## src/sv/uifr_pkg.sv

```systemverilog
// ----------------------------------------------------------------------------
// uifr_pkg
// Types, codes and the CRC-32 byte step for the image frame receiver.
// ----------------------------------------------------------------------------
`default_nettype none

package uifr_pkg;

    localparam int unsigned CHUNK_BYTES = 256;
    localparam logic [31:0] IMAGE_WORD_EXPECTED = 32'h96f3_b83d;
    localparam logic [31:0] CRC_POLY = 32'hEDB8_8320;

    localparam int unsigned CFG_INDEX_W = 3;
    localparam int unsigned CFG_DATA_W = 32;

    typedef enum logic [1:0] {
        OP_BYTE  = 2'd0,
        OP_TICK  = 2'd1,
        OP_START = 2'd2,
        OP_NONE  = 2'd3
    } op_t;

    typedef enum logic [3:0] {
        ST_NONE            = 4'd0,
        ST_READY           = 4'd1,
        ST_GO              = 4'd2,
        ST_OK              = 4'd3,
        ST_BAD_MAGIC       = 4'd4,
        ST_BAD_TYPE        = 4'd5,
        ST_BAD_LENGTH      = 4'd6,
        ST_BAD_CRC         = 4'd7,
        ST_PAYLOAD_TIMEOUT = 4'd8,
        ST_BAD_IMAGE       = 4'd9,
        ST_HEADER_TIMEOUT  = 4'd10
    } status_t;

    typedef enum logic [CFG_INDEX_W-1:0] {
        REG_HEADER_MAGIC    = 3'd0,
        REG_IMAGE_TYPE      = 3'd1,
        REG_HEADER_IDLE_MS  = 3'd2,
        REG_PAYLOAD_IDLE_MS = 3'd3,
        REG_HEADER_TOTAL_MS = 3'd4
    } reg_index_t;

    typedef struct packed {
        logic [31:0] header_magic;
        logic [7:0]  image_type;
        logic [15:0] header_idle_ms;
        logic [15:0] payload_idle_ms;
        logic [31:0] header_total_ms;
    } cfg_t;

    typedef struct packed {
        status_t     status;
        logic [7:0]  payload_byte;
        logic        payload_valid;
        logic        payload_last;
    } result_t;

    // Reflected CRC-32, one byte, with inversion on entry and exit.
    function automatic logic [31:0] crc32_byte(input logic [31:0] crc, input logic [7:0] b);
        logic [31:0] c;
        c = ~crc ^ {24'd0, b};
        for (int k = 0; k < 8; k++) begin
            c = c[0] ? ((c >> 1) ^ CRC_POLY) : (c >> 1);
        end
        return ~c;
    endfunction

endpackage

`default_nettype wire

```

## src/sv/uifr_cfg.sv

```systemverilog
// ----------------------------------------------------------------------------
// uifr_cfg
// Configuration register file, written through a plain write port.
// ----------------------------------------------------------------------------
`default_nettype none

module uifr_cfg (
    input  wire logic                                clk,
    input  wire logic                                rst_n,
    input  wire logic                                cfg_we,
    input  wire logic [uifr_pkg::CFG_INDEX_W-1:0]    cfg_index,
    input  wire logic [uifr_pkg::CFG_DATA_W-1:0]     cfg_wdata,
    output uifr_pkg::cfg_t                           cfg
);

    uifr_pkg::cfg_t cfg_reg;
    uifr_pkg::cfg_t cfg_next;

    always_comb
    begin
        cfg_next = cfg_reg;
        if (cfg_we)
        begin
            unique case (cfg_index)
                uifr_pkg::REG_HEADER_MAGIC:    cfg_next.header_magic = cfg_wdata;
                uifr_pkg::REG_IMAGE_TYPE:      cfg_next.image_type = cfg_wdata[7:0];
                uifr_pkg::REG_HEADER_IDLE_MS:  cfg_next.header_idle_ms = cfg_wdata[15:0];
                uifr_pkg::REG_PAYLOAD_IDLE_MS: cfg_next.payload_idle_ms = cfg_wdata[15:0];
                uifr_pkg::REG_HEADER_TOTAL_MS: cfg_next.header_total_ms = cfg_wdata;
                default: ;
            endcase
        end
    end

    always_ff @(posedge clk or negedge rst_n)
    begin
        if (!rst_n)
        begin
            cfg_reg.header_magic    <= 32'd0;
            cfg_reg.image_type      <= 8'd1;
            cfg_reg.header_idle_ms  <= 16'd1000;
            cfg_reg.payload_idle_ms <= 16'd10000;
            cfg_reg.header_total_ms <= 32'd30000;
        end
        else
        begin
            cfg_reg <= cfg_next;
        end
    end

    assign cfg = cfg_reg;

endmodule

`default_nettype wire

```

## src/sv/uifr_engine.sv

```systemverilog
// ----------------------------------------------------------------------------
// uifr_engine
// Session state and per-item decode: header capture, payload CRC, timeouts.
// ----------------------------------------------------------------------------
`default_nettype none

module uifr_engine (
    input  wire logic            clk,
    input  wire logic            rst_n,
    input  wire logic            step,
    input  wire logic [1:0]      op,
    input  wire logic [7:0]      rx_byte,
    input  wire uifr_pkg::cfg_t  cfg,
    output uifr_pkg::result_t    result
);

    typedef enum logic [1:0] {
        PH_IDLE,
        PH_HEADER,
        PH_PAYLOAD
    } phase_t;

    localparam logic [31:0] CHUNK32 = 32'(uifr_pkg::CHUNK_BYTES);

    phase_t      phase_reg, phase_next;
    logic [3:0]  header_index_reg, header_index_next;
    logic [31:0] magic_seen_reg, magic_seen_next;
    logic [7:0]  type_seen_reg, type_seen_next;
    logic [31:0] frame_length_reg, frame_length_next;
    logic [31:0] frame_crc_reg, frame_crc_next;
    logic [31:0] bytes_received_reg, bytes_received_next;
    logic [31:0] running_crc_reg, running_crc_next;
    logic [31:0] image_word_reg, image_word_next;
    logic [15:0] idle_count_reg, idle_count_next;
    logic [31:0] header_elapsed_reg, header_elapsed_next;

    logic [31:0] first_chunk;
    logic [31:0] bytes_inc;
    logic [31:0] crc_step;
    logic [31:0] word_acc;
    logic [31:0] elapsed_inc;
    logic [31:0] magic_acc;
    logic [7:0]  type_acc;
    logic [31:0] length_acc;
    logic [31:0] crc_acc;
    logic [4:0]  hsel;
    logic [4:0]  wsel;

    always_comb
    begin
        phase_next          = phase_reg;
        header_index_next   = header_index_reg;
        magic_seen_next     = magic_seen_reg;
        type_seen_next      = type_seen_reg;
        frame_length_next   = frame_length_reg;
        frame_crc_next      = frame_crc_reg;
        bytes_received_next = bytes_received_reg;
        running_crc_next    = running_crc_reg;
        image_word_next     = image_word_reg;
        idle_count_next     = idle_count_reg;
        header_elapsed_next = header_elapsed_reg;

        result.status        = uifr_pkg::ST_NONE;
        result.payload_byte  = 8'd0;
        result.payload_valid = 1'b0;
        result.payload_last  = 1'b0;

        first_chunk = (frame_length_reg < CHUNK32) ? frame_length_reg : CHUNK32;
        bytes_inc   = bytes_received_reg + 32'd1;
        crc_step    = uifr_pkg::crc32_byte(running_crc_reg, rx_byte);

        wsel     = {bytes_received_reg[1:0], 3'b000};
        word_acc = image_word_reg;
        if (bytes_received_reg < 32'd4)
        begin
            word_acc[wsel +: 8] = image_word_reg[wsel +: 8] | rx_byte;
        end

        elapsed_inc = (header_elapsed_reg != '1) ? header_elapsed_reg + 32'd1
                                                 : header_elapsed_reg;

        // header fields are OR-ed in little-endian order
        hsel       = {header_index_reg[1:0], 3'b000};
        magic_acc  = magic_seen_reg;
        type_acc   = type_seen_reg;
        length_acc = frame_length_reg;
        crc_acc    = frame_crc_reg;
        if (header_index_reg < 4'd4)
        begin
            magic_acc[hsel +: 8] = magic_seen_reg[hsel +: 8] | rx_byte;
        end
        else if (header_index_reg == 4'd4)
        begin
            type_acc = rx_byte;
        end
        else if (header_index_reg >= 4'd8 && header_index_reg < 4'd12)
        begin
            length_acc[hsel +: 8] = frame_length_reg[hsel +: 8] | rx_byte;
        end
        else if (header_index_reg >= 4'd12)
        begin
            crc_acc[hsel +: 8] = frame_crc_reg[hsel +: 8] | rx_byte;
        end

        if (step)
        begin
            unique case (op)
                uifr_pkg::OP_START:
                begin
                    phase_next          = PH_HEADER;
                    header_index_next   = 4'd0;
                    magic_seen_next     = 32'd0;
                    type_seen_next      = 8'd0;
                    frame_length_next   = 32'd0;
                    frame_crc_next      = 32'd0;
                    idle_count_next     = 16'd0;
                    header_elapsed_next = 32'd0;
                    result.status       = uifr_pkg::ST_READY;
                end
                uifr_pkg::OP_BYTE:
                begin
                    if (phase_reg == PH_HEADER)
                    begin
                        idle_count_next   = 16'd0;
                        magic_seen_next   = magic_acc;
                        type_seen_next    = type_acc;
                        frame_length_next = length_acc;
                        frame_crc_next    = crc_acc;
                        if (header_index_reg != 4'd15)
                        begin
                            header_index_next = header_index_reg + 4'd1;
                        end
                        else
                        begin
                            header_index_next = 4'd0;
                            phase_next        = PH_IDLE;
                            if (magic_acc != cfg.header_magic)
                            begin
                                result.status = uifr_pkg::ST_BAD_MAGIC;
                            end
                            else if (type_acc != cfg.image_type)
                            begin
                                result.status = uifr_pkg::ST_BAD_TYPE;
                            end
                            else if (length_acc == 32'd0)
                            begin
                                result.status = uifr_pkg::ST_BAD_LENGTH;
                            end
                            else
                            begin
                                phase_next          = PH_PAYLOAD;
                                bytes_received_next = 32'd0;
                                running_crc_next    = 32'd0;
                                image_word_next     = 32'd0;
                                result.status       = uifr_pkg::ST_GO;
                            end
                        end
                    end
                    else if (phase_reg == PH_PAYLOAD)
                    begin
                        idle_count_next     = 16'd0;
                        image_word_next     = word_acc;
                        bytes_received_next = bytes_inc;
                        running_crc_next    = crc_step;
                        if (bytes_inc == first_chunk && first_chunk >= 32'd4 &&
                            word_acc != uifr_pkg::IMAGE_WORD_EXPECTED)
                        begin
                            result.status = uifr_pkg::ST_BAD_IMAGE;
                            phase_next    = PH_IDLE;
                        end
                        else
                        begin
                            result.payload_byte  = rx_byte;
                            result.payload_valid = 1'b1;
                            if (bytes_inc >= frame_length_reg)
                            begin
                                result.payload_last = 1'b1;
                                result.status = (crc_step == frame_crc_reg) ?
                                                uifr_pkg::ST_OK : uifr_pkg::ST_BAD_CRC;
                                phase_next = PH_IDLE;
                            end
                        end
                    end
                end
                uifr_pkg::OP_TICK:
                begin
                    if (phase_reg == PH_HEADER)
                    begin
                        header_elapsed_next = elapsed_inc;
                        if (idle_count_reg >= cfg.header_idle_ms)
                        begin
                            if (elapsed_inc >= cfg.header_total_ms)
                            begin
                                result.status   = uifr_pkg::ST_HEADER_TIMEOUT;
                                phase_next      = PH_IDLE;
                                idle_count_next = 16'd0;
                            end
                            else
                            begin
                                // re-prompt and restart the header, keep total time
                                phase_next        = PH_HEADER;
                                header_index_next = 4'd0;
                                magic_seen_next   = 32'd0;
                                type_seen_next    = 8'd0;
                                frame_length_next = 32'd0;
                                frame_crc_next    = 32'd0;
                                idle_count_next   = 16'd0;
                                result.status     = uifr_pkg::ST_READY;
                            end
                        end
                        else
                        begin
                            idle_count_next = idle_count_reg + 16'd1;
                        end
                    end
                    else if (phase_reg == PH_PAYLOAD)
                    begin
                        if (idle_count_reg >= cfg.payload_idle_ms)
                        begin
                            result.status   = uifr_pkg::ST_PAYLOAD_TIMEOUT;
                            phase_next      = PH_IDLE;
                            idle_count_next = 16'd0;
                        end
                        else
                        begin
                            idle_count_next = idle_count_reg + 16'd1;
                        end
                    end
                end
                default: ;
            endcase
        end
    end

    always_ff @(posedge clk or negedge rst_n)
    begin
        if (!rst_n)
        begin
            phase_reg          <= PH_IDLE;
            header_index_reg   <= 4'd0;
            magic_seen_reg     <= 32'd0;
            type_seen_reg      <= 8'd0;
            frame_length_reg   <= 32'd0;
            frame_crc_reg      <= 32'd0;
            bytes_received_reg <= 32'd0;
            running_crc_reg    <= 32'd0;
            image_word_reg     <= 32'd0;
            idle_count_reg     <= 16'd0;
            header_elapsed_reg <= 32'd0;
        end
        else
        begin
            phase_reg          <= phase_next;
            header_index_reg   <= header_index_next;
            magic_seen_reg     <= magic_seen_next;
            type_seen_reg      <= type_seen_next;
            frame_length_reg   <= frame_length_next;
            frame_crc_reg      <= frame_crc_next;
            bytes_received_reg <= bytes_received_next;
            running_crc_reg    <= running_crc_next;
            image_word_reg     <= image_word_next;
            idle_count_reg     <= idle_count_next;
            header_elapsed_reg <= header_elapsed_next;
        end
    end

endmodule

`default_nettype wire

```

## src/sv/uart_image_frame_receiver_core.sv

```systemverilog
// ----------------------------------------------------------------------------
// uart_image_frame_receiver_core
// Length-prefixed update frame receiver with CRC-32 check.
// ----------------------------------------------------------------------------
// Usage:
//   Input channel (in_valid/in_ready): operation plus rx_byte; one transaction
//   per UART byte, per 1 ms tick, or per session start.
//   Output channel (out_valid/out_ready): exactly one result transaction per
//   input transaction, in order: status, payload_byte, payload_valid,
//   payload_last.
//   Config port (cfg_we/cfg_index/cfg_wdata): single-cycle writes, only
//   while no transaction is in flight.
//   Datapath: an accepted input is held in the input register, and its result
//   is then captured in the result register.
//   Throughput: one transaction per cycle unless out_ready stalls; the CRC byte
//   step and header checks sit in the single stage between the two registers.
//   Reset: registers return to their defaults, the session goes idle and
//   both pipeline registers are emptied.
//   Stall: while out_ready is low the result register holds; one more
//   input is held in the input register, then in_ready drops.
// ----------------------------------------------------------------------------
`default_nettype none

module uart_image_frame_receiver_core (
    input  wire logic                              clk,
    input  wire logic                              rst_n,
    input  wire logic                              in_valid,
    output      logic                              in_ready,
    input  wire logic [1:0]                        operation,
    input  wire logic [7:0]                        rx_byte,
    output      logic                              out_valid,
    input  wire logic                              out_ready,
    output      logic [3:0]                        status,
    output      logic [7:0]                        payload_byte,
    output      logic                              payload_valid,
    output      logic                              payload_last,
    input  wire logic                              cfg_we,
    input  wire logic [uifr_pkg::CFG_INDEX_W-1:0]  cfg_index,
    input  wire logic [uifr_pkg::CFG_DATA_W-1:0]   cfg_wdata
);

    uifr_pkg::cfg_t    cfg;
    uifr_pkg::result_t result;
    uifr_pkg::result_t result_reg;

    logic       in_valid_reg, in_valid_next;
    logic [1:0] op_reg;
    logic [7:0] byte_reg;
    logic       out_valid_reg, out_valid_next;
    logic       advance;
    logic       in_take;

    assign advance  = in_valid_reg && (!out_valid_reg || out_ready);
    assign in_ready = !in_valid_reg || advance;
    assign in_take  = in_valid && in_ready;

    always_comb
    begin
        in_valid_next = in_valid_reg;
        if (in_take)
        begin
            in_valid_next = 1'b1;
        end
        else if (advance)
        begin
            in_valid_next = 1'b0;
        end

        out_valid_next = out_valid_reg;
        if (advance)
        begin
            out_valid_next = 1'b1;
        end
        else if (out_ready)
        begin
            out_valid_next = 1'b0;
        end
    end

    always_ff @(posedge clk or negedge rst_n)
    begin
        if (!rst_n)
        begin
            in_valid_reg  <= 1'b0;
            out_valid_reg <= 1'b0;
        end
        else
        begin
            in_valid_reg  <= in_valid_next;
            out_valid_reg <= out_valid_next;
        end
    end

    always_ff @(posedge clk)
    begin
        if (in_take)
        begin
            op_reg   <= operation;
            byte_reg <= rx_byte;
        end
        if (advance)
        begin
            result_reg <= result;
        end
    end

    uifr_cfg u_cfg (
        .clk       (clk),
        .rst_n     (rst_n),
        .cfg_we    (cfg_we),
        .cfg_index (cfg_index),
        .cfg_wdata (cfg_wdata),
        .cfg       (cfg)
    );

    uifr_engine u_engine (
        .clk     (clk),
        .rst_n   (rst_n),
        .step    (advance),
        .op      (op_reg),
        .rx_byte (byte_reg),
        .cfg     (cfg),
        .result  (result)
    );

    assign out_valid     = out_valid_reg;
    assign status        = result_reg.status;
    assign payload_byte  = result_reg.payload_byte;
    assign payload_valid = result_reg.payload_valid;
    assign payload_last  = result_reg.payload_last;

endmodule

`default_nettype wire

```

## config.mk

```make
export PLATFORM = sky130hd
export DESIGN_NAME = uart_image_frame_receiver_core
export DESIGN_NICKNAME = d
export VERILOG_FILES = /design/src/sv/uifr_pkg.sv /design/src/sv/uifr_cfg.sv /design/src/sv/uifr_engine.sv /design/src/sv/uart_image_frame_receiver_core.sv
export SDC_FILE = /design/constraint.sdc
export NUM_CORES = 1
export LEC_CHECK = 0
export BUFFER_PORTS_ARGS = -buffer_cell sky130_fd_sc_hd__clkbuf_2
export CAP_MARGIN = 20
export CORE_UTILIZATION = 51
export DETAILED_ROUTE_END_ITERATION = 7
export GPL_ROUTABILITY_DRIVEN = 0
export HOLD_SLACK_MARGIN = 0.06
export PLACE_DENSITY = 0.74
export SLEW_MARGIN = 40
export SYNTH_ARGS = -nofsm -noshare
export SYNTH_HDL_FRONTEND = slang
export SYNTH_SLANG_ARGS = --single-unit
```

## constraint.sdc

```tcl
create_clock -name clk -period 7.4 [get_ports clk]
set_clock_uncertainty 0.15 [all_clocks]
set_input_delay 0.37 -clock clk [delete_from_list [all_inputs] [get_ports clk]]
set_output_delay 0.37 -clock clk [all_outputs]
set_load 0.02 [all_outputs]
```

==> flow_results.xml, run 1 <==
<?xml version="1.0" encoding="UTF-8"?>
<metrics>
  <group name="run_status">
    <metric name="status" unit="">completed</metric>
  </group>
  <group name="floorplanning">
    <metric name="std_cell_rows" unit="">76</metric>
    <metric name="ios" unit="">66</metric>
    <metric name="coreArea" unit="sq um">43500</metric>
    <metric name="die-width" unit="um">213</metric>
    <metric name="initial_core_utilization" unit="">0.522</metric>
    <metric name="die_area" unit="sq um">45300</metric>
    <metric name="fp.dieH" unit="um">213</metric>
  </group>
  <group name="timing">
    <metric name="slew_headroom" unit="">0.435</metric>
    <metric name="layout_worst_path_cycle_share" unit="">0.756</metric>
    <metric name="tightestPinTransition" unit="ns">0.848</metric>
    <metric name="timing.fmax" unit="MHz">179</metric>
    <metric name="unrepaired_setup_endpoints_after_global_routing" unit="">no</metric>
    <metric name="timing.final.ws_setup" unit="ns">1.81</metric>
    <metric name="setup_viol" unit="">0</metric>
    <metric name="finalMaxSlewViolations" unit="">0</metric>
    <metric name="final-hold-violation-count" unit="">0</metric>
    <metric name="final.min_clock_period" unit="ns">5.59</metric>
    <metric name="finalSetupTns" unit="ns">0</metric>
  </group>
  <group name="place">
    <metric name="io_buffers" unit="">65</metric>
    <metric name="dp_cells" unit="">2781</metric>
    <metric name="place_worst_setup_slack" unit="ns">1.84</metric>
    <metric name="hpwlAfterDp" unit="um">44100</metric>
  </group>
  <group name="synth">
    <metric name="ys.flop_type" unit="">dfrtp_1</metric>
    <metric name="main_combinational_cell_family_by_area_after_synthesis" unit="">compound AO/OA/AOI/OAI gates</metric>
    <metric name="synth-warning-count" unit="">0</metric>
    <metric name="synth_compound_area_frac" unit="">0.187</metric>
    <metric name="post_synthesis_cell_area" unit="sq um">22700</metric>
    <metric name="synth_edf_count" unit="">24</metric>
    <metric name="share_of_async_settable_or_async_resettable_flops_after_synthesis" unit="">0.938</metric>
    <metric name="postSynthRegisterBits" unit="">384</metric>
    <metric name="synth_xor_xnor_area_share" unit="">0.0740</metric>
    <metric name="simple_logic_cell_fraction_of_the_synthesized_area" unit="">0.138</metric>
    <metric name="post_synth_num_cell_types" unit="">86</metric>
    <metric name="syn_area_per_cell" unit="sq um">10.3</metric>
    <metric name="postSynthCellCount" unit="">2209</metric>
    <metric name="synth-adder-area-share" unit="">0.0607</metric>
    <metric name="synth-seq-area-share" unit="">0.430</metric>
    <metric name="syn-num-nets" unit="">2369</metric>
    <metric name="synthMuxAreaShare" unit="">0.0669</metric>
  </group>
  <group name="setup_path">
    <metric name="depth_of_the_worst_register_to_register_path" unit="">20</metric>
    <metric name="endpoint_kind" unit="">flop</metric>
    <metric name="crit_path_start_kind" unit="">flop</metric>
    <metric name="worstPathMaxFanout" unit="">12</metric>
    <metric name="cp.required" unit="ns">7.69</metric>
    <metric name="cp_data_arrival_time" unit="ns">5.88</metric>
    <metric name="timing.setup.critical_path_class" unit="">flop to flop</metric>
  </group>
  <group name="routing">
    <metric name="drt_wl_total" unit="um">63500</metric>
    <metric name="drt-wirelength-per-cell" unit="um">21.8</metric>
    <metric name="num_vias" unit="">18600</metric>
    <metric name="antenna_violation_net_count_after_detailed_routing" unit="">0</metric>
    <metric name="post-route-drc-count" unit="">0</metric>
    <metric name="viasPerCell" unit="">6.40</metric>
    <metric name="initialDrtViolationCount" unit="">2004</metric>
    <metric name="firstDrtPassIters" unit="">6</metric>
  </group>
  <group name="clock_network">
    <metric name="cts_htree_levels" unit="">2</metric>
    <metric name="cts.path.max_buffers" unit="">3</metric>
    <metric name="tritoncts.num_buffers" unit="">43</metric>
    <metric name="cts_tree" unit="">yes</metric>
    <metric name="postCtsSetupRepairBufs" unit="">0</metric>
    <metric name="cts.reportedPaths.clkPinSlew" unit="ns">0.06</metric>
    <metric name="latest_clock_arrival_within_the_worst_skew_pair" unit="ns">0.59</metric>
    <metric name="cts.sink_count" unit="">384</metric>
    <metric name="clk_root_buffer_cell" unit="">clkbuf_16</metric>
  </group>
  <group name="global_route">
    <metric name="maximum_number_of_pins_on_one_net_before_global_route_repair" unit="">103</metric>
    <metric name="grt_pass1_vias" unit="">18500</metric>
    <metric name="antenna_found_initial" unit="">0</metric>
    <metric name="grt-ovfl-total" unit="">0</metric>
    <metric name="grt_pass1_wl" unit="um">102000</metric>
    <metric name="overall_global_routing_usage" unit="">0.286</metric>
  </group>
  <group name="final_layout">
    <metric name="post_layout_nonfiller_instances" unit="">2907</metric>
    <metric name="areaGrowthSynthToFinish" unit="%">12.9</metric>
    <metric name="most-common-layout-cells" unit="">dfrtp_1, nand2_1, inv_1, xnor2_1</metric>
    <metric name="share_of_cells_above_drive_strength_1" unit="">0.133</metric>
    <metric name="ff_latch_area" unit="sq um">9750</metric>
    <metric name="number_of_nets_in_the_layout" unit="">2449</metric>
    <metric name="layout_commonest_cell" unit="">dfrtp_1</metric>
    <metric name="largest_register_ff_count" unit="">104</metric>
    <metric name="fillerInstances" unit="">3580</metric>
    <metric name="num_antenna_cells" unit="">0</metric>
    <metric name="multi_input_gate_area" unit="sq um">12000</metric>
  </group>
  <group name="pwr">
    <metric name="vdd.ir_drop.worst" unit="uV">271</metric>
    <metric name="power.density_cell_area" unit="nW/um^2">301</metric>
    <metric name="p_total" unit="uW">7710</metric>
    <metric name="leakage" unit="uW">0.0114</metric>
  </group>
  <group name="flow_run">
    <metric name="cap_violations" unit="">0</metric>
  </group>
  <group name="min_path">
    <metric name="hold_path_class" unit="">primary input to asynchronous set/reset pin</metric>
  </group>
</metrics>
[Yosys cell counts, types with 27 or more instances]
| cell | number | share of area |
|---|---|---|
| mux2_2 | 64 | 0.032 |
| a22o_1 | 81 | 0.031 |
| a21oi_1 | 46 | 0.010 |
| o21ai_0 | 120 | 0.026 |
| nor2_1 | 101 | 0.017 |
| inv_1 | 139 | 0.023 |
| dfrtp_1 | 341 | 0.38 |
| nand4_1 | 42 | 0.012 |
| xnor2_1 | 123 | 0.048 |
| o2bb2ai_1 | 120 | 0.046 |
| nand3_1 | 54 | 0.012 |
| ha_1 | 110 | 0.061 |
| a21o_1 | 42 | 0.014 |
| clkbuf_1 | 77 | 0.013 |
| and3_1 | 35 | 0.0097 |
| xor2_1 | 66 | 0.026 |
| nand2_1 | 172 | 0.028 |
| nor4_1 | 35 | 0.0097 |
| nor2b_1 | 29 | 0.0080 |
| nor3_1 | 29 | 0.0064 |
| a32o_1 | 27 | 0.012 |
[critical path: stages, from the launching register on]
cell and delay, ns:
dfrtp_1 0.44, and3_1 0.23, and4_1 0.28, nand4_1 0.31, nand4_1 0.26, nor2_1 0.33
and3_1 0.29, and3_1 0.27, nand3_1 0.12, xnor2_1 0.21, ha_1 0.29, a21o_1 0.16
a21oi_1 0.15, o21ai_0 0.11, a21o_1 0.16, a31oi_1 0.22, o21bai_1 0.26, o31ai_4 0.53
buf_6 0.23, o21ai_1 0.23, o2bb2ai_1 0.21
[per-stage QoR]
| stage | area (sq um) | utilization | hold WS, ns |
|---|---|---|---|
| floorplan | 22700 | - | -0.0756 |
| global placement | 23500 | 0.541 | 0.317 |
| detailed placement | 23600 | 0.543 | 0.333 |
| CTS | 25500 | 0.587 | 0.264 |
| global route | 25600 | 0.589 | 0.181 |
| finish | 25600 | 0.589 | 0.121 |
[cells by family after synthesis]
kind of cell	after synthesis
AOI/OAI and AO/OA	573
xor gates and xnor gates	190
adders and majority gates	110
buffers and inverters	240
DFF	384
muxes	109
and+or+nand+nor	603
[metal layers]
| metal | up-vias | share of wire | global-route usage |
|---|---|---|---|
| li1 | 8315 | - | - |
| met1 | 9281 | 0.43 | 0.387 |
| met2 | 847 | 0.46 | 0.452 |
| met3 | 170 | 0.080 | 0.0522 |
| met4 | 0 | 0.035 | 0.118 |
| met5 | - | 0 | 0 |
[final cells by class]
cell class | count | area share
inverters | 139 | 0.0204
repair buffers | 136 | 0.0418
flip-flops and latches | 384 | 0.381
clock buffers | 59 | 0.0473
well taps | 585 | 0.0286
multi-input cells | 1585 | 0.470
clock inverters | 19 | 0.0103
[worst paths after layout]
check / from / end / slack, ns
worst max-delay path: u_engine.header_elapsed_reg[9] / u_engine.frame_crc_reg[4] / 1.81
worst min-delay path: rst_n / u_engine.image_word_reg[2] / 0.12
worst max register to register: u_engine.header_elapsed_reg[9] / u_engine.frame_crc_reg[4] / 1.81
worst min register to register: in_valid_reg / out_valid / 0.34
max in group asynchronous: rst_n / u_engine.magic_seen_reg[20] / 5.57
min in group clk: cfg_index[1] / u_cfg.cfg[68] / 0.31
[power breakdown]
group	switching [uW]	internal, uW	total (uW)
Combinational	1640	1170	2810
Clock	907	1360	2260
Sequential	243	2390	2640
[what timing repair did]
item                      4_1_cts  5_1_grt
resized for setup               0        0
hold endpoints to repair      212        0
hold buffers                   46        0
Power figures use the tool's default switching activity.
==> run 2, diff against run 1 <==
==> constraint.sdc (replaced) <==
create_clock -name clk -period 5.65 [get_ports clk]
set_clock_uncertainty 0.15 [all_clocks]
set_input_delay 0.2825 -clock clk [delete_from_list [all_inputs] [get_ports clk]]
set_output_delay 0.2825 -clock clk [all_outputs]
set_load 0.02 [all_outputs]
==> run 2 against run 1 <==
  * Critical endpoint is now u_engine.type_seen_reg[7]
  * Final cell count rose by 0.38%
  * First-iteration DRC count rose by 3.7%
  * Die area did not move
==> flow_results.xml, run 2 (synthesis gave the netlist of run 1 again) <==
<?xml version="1.0" encoding="UTF-8"?>
<metrics>
  <group name="floorplanning">
    <metric name="ios" unit="">66</metric>
    <metric name="fp.dieH" unit="um">213</metric>
    <metric name="die_area" unit="sq um">45300</metric>
    <metric name="std_cell_rows" unit="">76</metric>
    <metric name="die-width" unit="um">213</metric>
    <metric name="coreArea" unit="sq um">43500</metric>
    <metric name="initial_core_utilization" unit="">0.522</metric>
  </group>
  <group name="routing">
    <metric name="initialDrtViolationCount" unit="">2079</metric>
    <metric name="post-route-drc-count" unit="">0</metric>
    <metric name="firstDrtPassIters" unit="">6</metric>
    <metric name="drt_wl_total" unit="um">64000</metric>
    <metric name="num_vias" unit="">18700</metric>
    <metric name="viasPerCell" unit="">6.40</metric>
    <metric name="drt-wirelength-per-cell" unit="um">21.9</metric>
    <metric name="antenna_violation_net_count_after_detailed_routing" unit="">0</metric>
  </group>
  <group name="final_layout">
    <metric name="areaGrowthSynthToFinish" unit="%">13.6</metric>
    <metric name="most-common-layout-cells" unit="">dfrtp_1, nand2_1, inv_1, xnor2_1</metric>
    <metric name="layout_commonest_cell" unit="">dfrtp_1</metric>
    <metric name="final_cell_area" unit="sq um">25700</metric>
    <metric name="num_antenna_cells" unit="">0</metric>
    <metric name="number_of_nets_in_the_layout" unit="">2459</metric>
    <metric name="largest_register_ff_count" unit="">104</metric>
    <metric name="share_of_cells_above_drive_strength_1" unit="">0.138</metric>
  </group>
  <group name="flow_run">
    <metric name="cap_violations" unit="">0</metric>
  </group>
  <group name="global_route">
    <metric name="maximum_number_of_pins_on_one_net_before_global_route_repair" unit="">142</metric>
    <metric name="antenna_found_initial" unit="">1</metric>
    <metric name="grt_pass1_vias" unit="">18400</metric>
    <metric name="grt_pass1_wl" unit="um">102000</metric>
    <metric name="overall_global_routing_usage" unit="">0.287</metric>
    <metric name="grt-ovfl-total" unit="">0</metric>
  </group>
  <group name="setup_path">
    <metric name="timing.critical_path.from" unit="">u_engine.header_elapsed_reg[0]</metric>
    <metric name="worstPathMaxFanout" unit="">18</metric>
    <metric name="slowest_stage" unit="">dfrtp_1</metric>
    <metric name="endpoint_kind" unit="">flop</metric>
    <metric name="timing.setup.critical_path_class" unit="">flop to flop</metric>
    <metric name="max_stage_delay" unit="ns">0.45</metric>
    <metric name="rr_startpoint" unit="">u_engine.header_elapsed_reg[0]</metric>
    <metric name="cpMostUsedCell" unit="">a21o_1</metric>
    <metric name="crit_path_start_kind" unit="">flop</metric>
    <metric name="cp_cell_sequence" unit="">ha_1 &gt; nand2_1 &gt; nor4_1 &gt; nand4_1 &gt; buf_4 &gt; and4_1 &gt; nand4b_1 &gt; nor2_1 &gt; xor2_1 &gt; ha_1 &gt; a21o_1 &gt; a21o_1 &gt; a21oi_1 &gt; o21ai_0 &gt; a21o_1 &gt; a31oi_1 &gt; o21bai_2 &gt; o31ai_2 &gt; buf_4 &gt; nand2_1 &gt; a22o_1</metric>
    <metric name="cp_data_arrival_time" unit="ns">5.76</metric>
    <metric name="cp.required" unit="ns">5.95</metric>
  </group>
  <group name="clock_network">
    <metric name="clk_root_buffer_cell" unit="">clkbuf_16</metric>
    <metric name="latest_clock_arrival_within_the_worst_skew_pair" unit="ns">0.59</metric>
    <metric name="cts.path.max_buffers" unit="">3</metric>
    <metric name="cts.sink_count" unit="">384</metric>
    <metric name="cts_tree" unit="">yes</metric>
    <metric name="cts.reportedPaths.clkPinSlew" unit="ns">0.06</metric>
    <metric name="tritoncts.num_buffers" unit="">42</metric>
    <metric name="cts_htree_levels" unit="">2</metric>
  </group>
  <group name="timing">
    <metric name="setup_viol" unit="">0</metric>
    <metric name="timing.fmax" unit="MHz">183</metric>
    <metric name="unrepaired_setup_endpoints_after_global_routing" unit="">no</metric>
    <metric name="layout_worst_path_cycle_share" unit="">0.967</metric>
    <metric name="tightestPinTransition" unit="ns">0.847</metric>
    <metric name="final-hold-violation-count" unit="">0</metric>
    <metric name="hold_slack" unit="ns">0.0612</metric>
    <metric name="final.min_clock_period" unit="ns">5.47</metric>
    <metric name="slew_headroom" unit="">0.433</metric>
    <metric name="finalMaxSlewViolations" unit="">0</metric>
    <metric name="finalSetupTns" unit="ns">0</metric>
    <metric name="timing.final.ws_setup" unit="ns">0.185</metric>
  </group>
  <group name="pwr">
    <metric name="p_total" unit="uW">10300</metric>
    <metric name="power.density_cell_area" unit="nW/um^2">401</metric>
    <metric name="vdd.ir_drop.worst" unit="uV">421</metric>
    <metric name="leakage" unit="uW">0.0114</metric>
  </group>
  <group name="place">
    <metric name="placement.cell_area" unit="sq um">23700</metric>
    <metric name="io_buffers" unit="">65</metric>
    <metric name="hpwlAfterDp" unit="um">44300</metric>
    <metric name="place_worst_setup_slack" unit="ns">0.331</metric>
  </group>
  <group name="run_status">
    <metric name="status" unit="">completed</metric>
  </group>
  <group name="min_path">
    <metric name="hold_path_class" unit="">primary input to asynchronous set/reset pin</metric>
  </group>
</metrics>
-- run 2: cell count changes in the layout (fill, tap and decap cells not counted), sizes merged --
cell	before	now
buf	25	37
bufinv	6	10
clkbuf	124	120
clkinv	9	6
clkinvlp	2	4
-- run 2: critical path, delay by kind of cell, from the launching register on --
| kind | cells | cell delay (ns) |
|---|---|---|
| buffers and inverters | 2 | 0.55 |
| AOI/OAI and AO/OA | 9 | 1.68 |
| DFF | 1 | 0.45 |
| and+or+nand+nor | 7 | 1.69 |
| xor gates and xnor gates | 1 | 0.23 |
| adders and majority gates | 2 | 0.56 |
-- run 2: power breakdown --
part           switching [uW]  internal, uW  leakage [uW]
Combinational            2160          1560       0.00571
Sequential                333          3130       0.00498
Clock                    1190          1940      0.000758
-- run 2: cell type report --
type / count / area (sq um)
Inverter: 139 / 522
Sequential cell: 384 / 9750
Multi-Input combinational cell: 1585 / 12000
Timing Repair Buffer: 147 / 1150
Tap cell: 585 / 732
Fill cell: 3565 / 17700
Clock buffer: 56 / 1190
Clock inverter: 22 / 388
-- run 2: stage by stage --
stage / instances / util
floorplan: 2209 / -
global placement: 2789 / 0.543
detailed placement: 2792 / 0.544
CTS: 2916 / 0.591
global route: 2918 / 0.592
finish: 2918 / 0.592
-- run 2: final timing paths --
kind / end / depth (start not counted) / slack, ns
max: u_engine.type_seen_reg[7] / 21 / 0.18
min in group clk: u_cfg.cfg[71] / 3 / 0.23
max in group asynchronous: u_cfg.cfg[14] / 4 / 3.96
min reg2reg: out_valid / 1 / 0.35
min: u_engine.image_word_reg[14] / 2 / 0.06
max reg2reg: u_engine.type_seen_reg[7] / 21 / 0.18
-- run 2: metal layers --
metal,track usage,part of all wire,vias up
met4,0.111,0.038,2
met5,0,0.00020,-
met1,0.391,0.42,9232
met2,0.458,0.46,914
met3,0.0493,0.085,201
li1,-,-,8332
-- run 2: repair_timing --
action	CTS	global route
hold endpoints to repair	251	0
buffers inserted	0	1
hold buffers	46	0
setup endpoints to repair	0	102
gates resized for setup	0	3
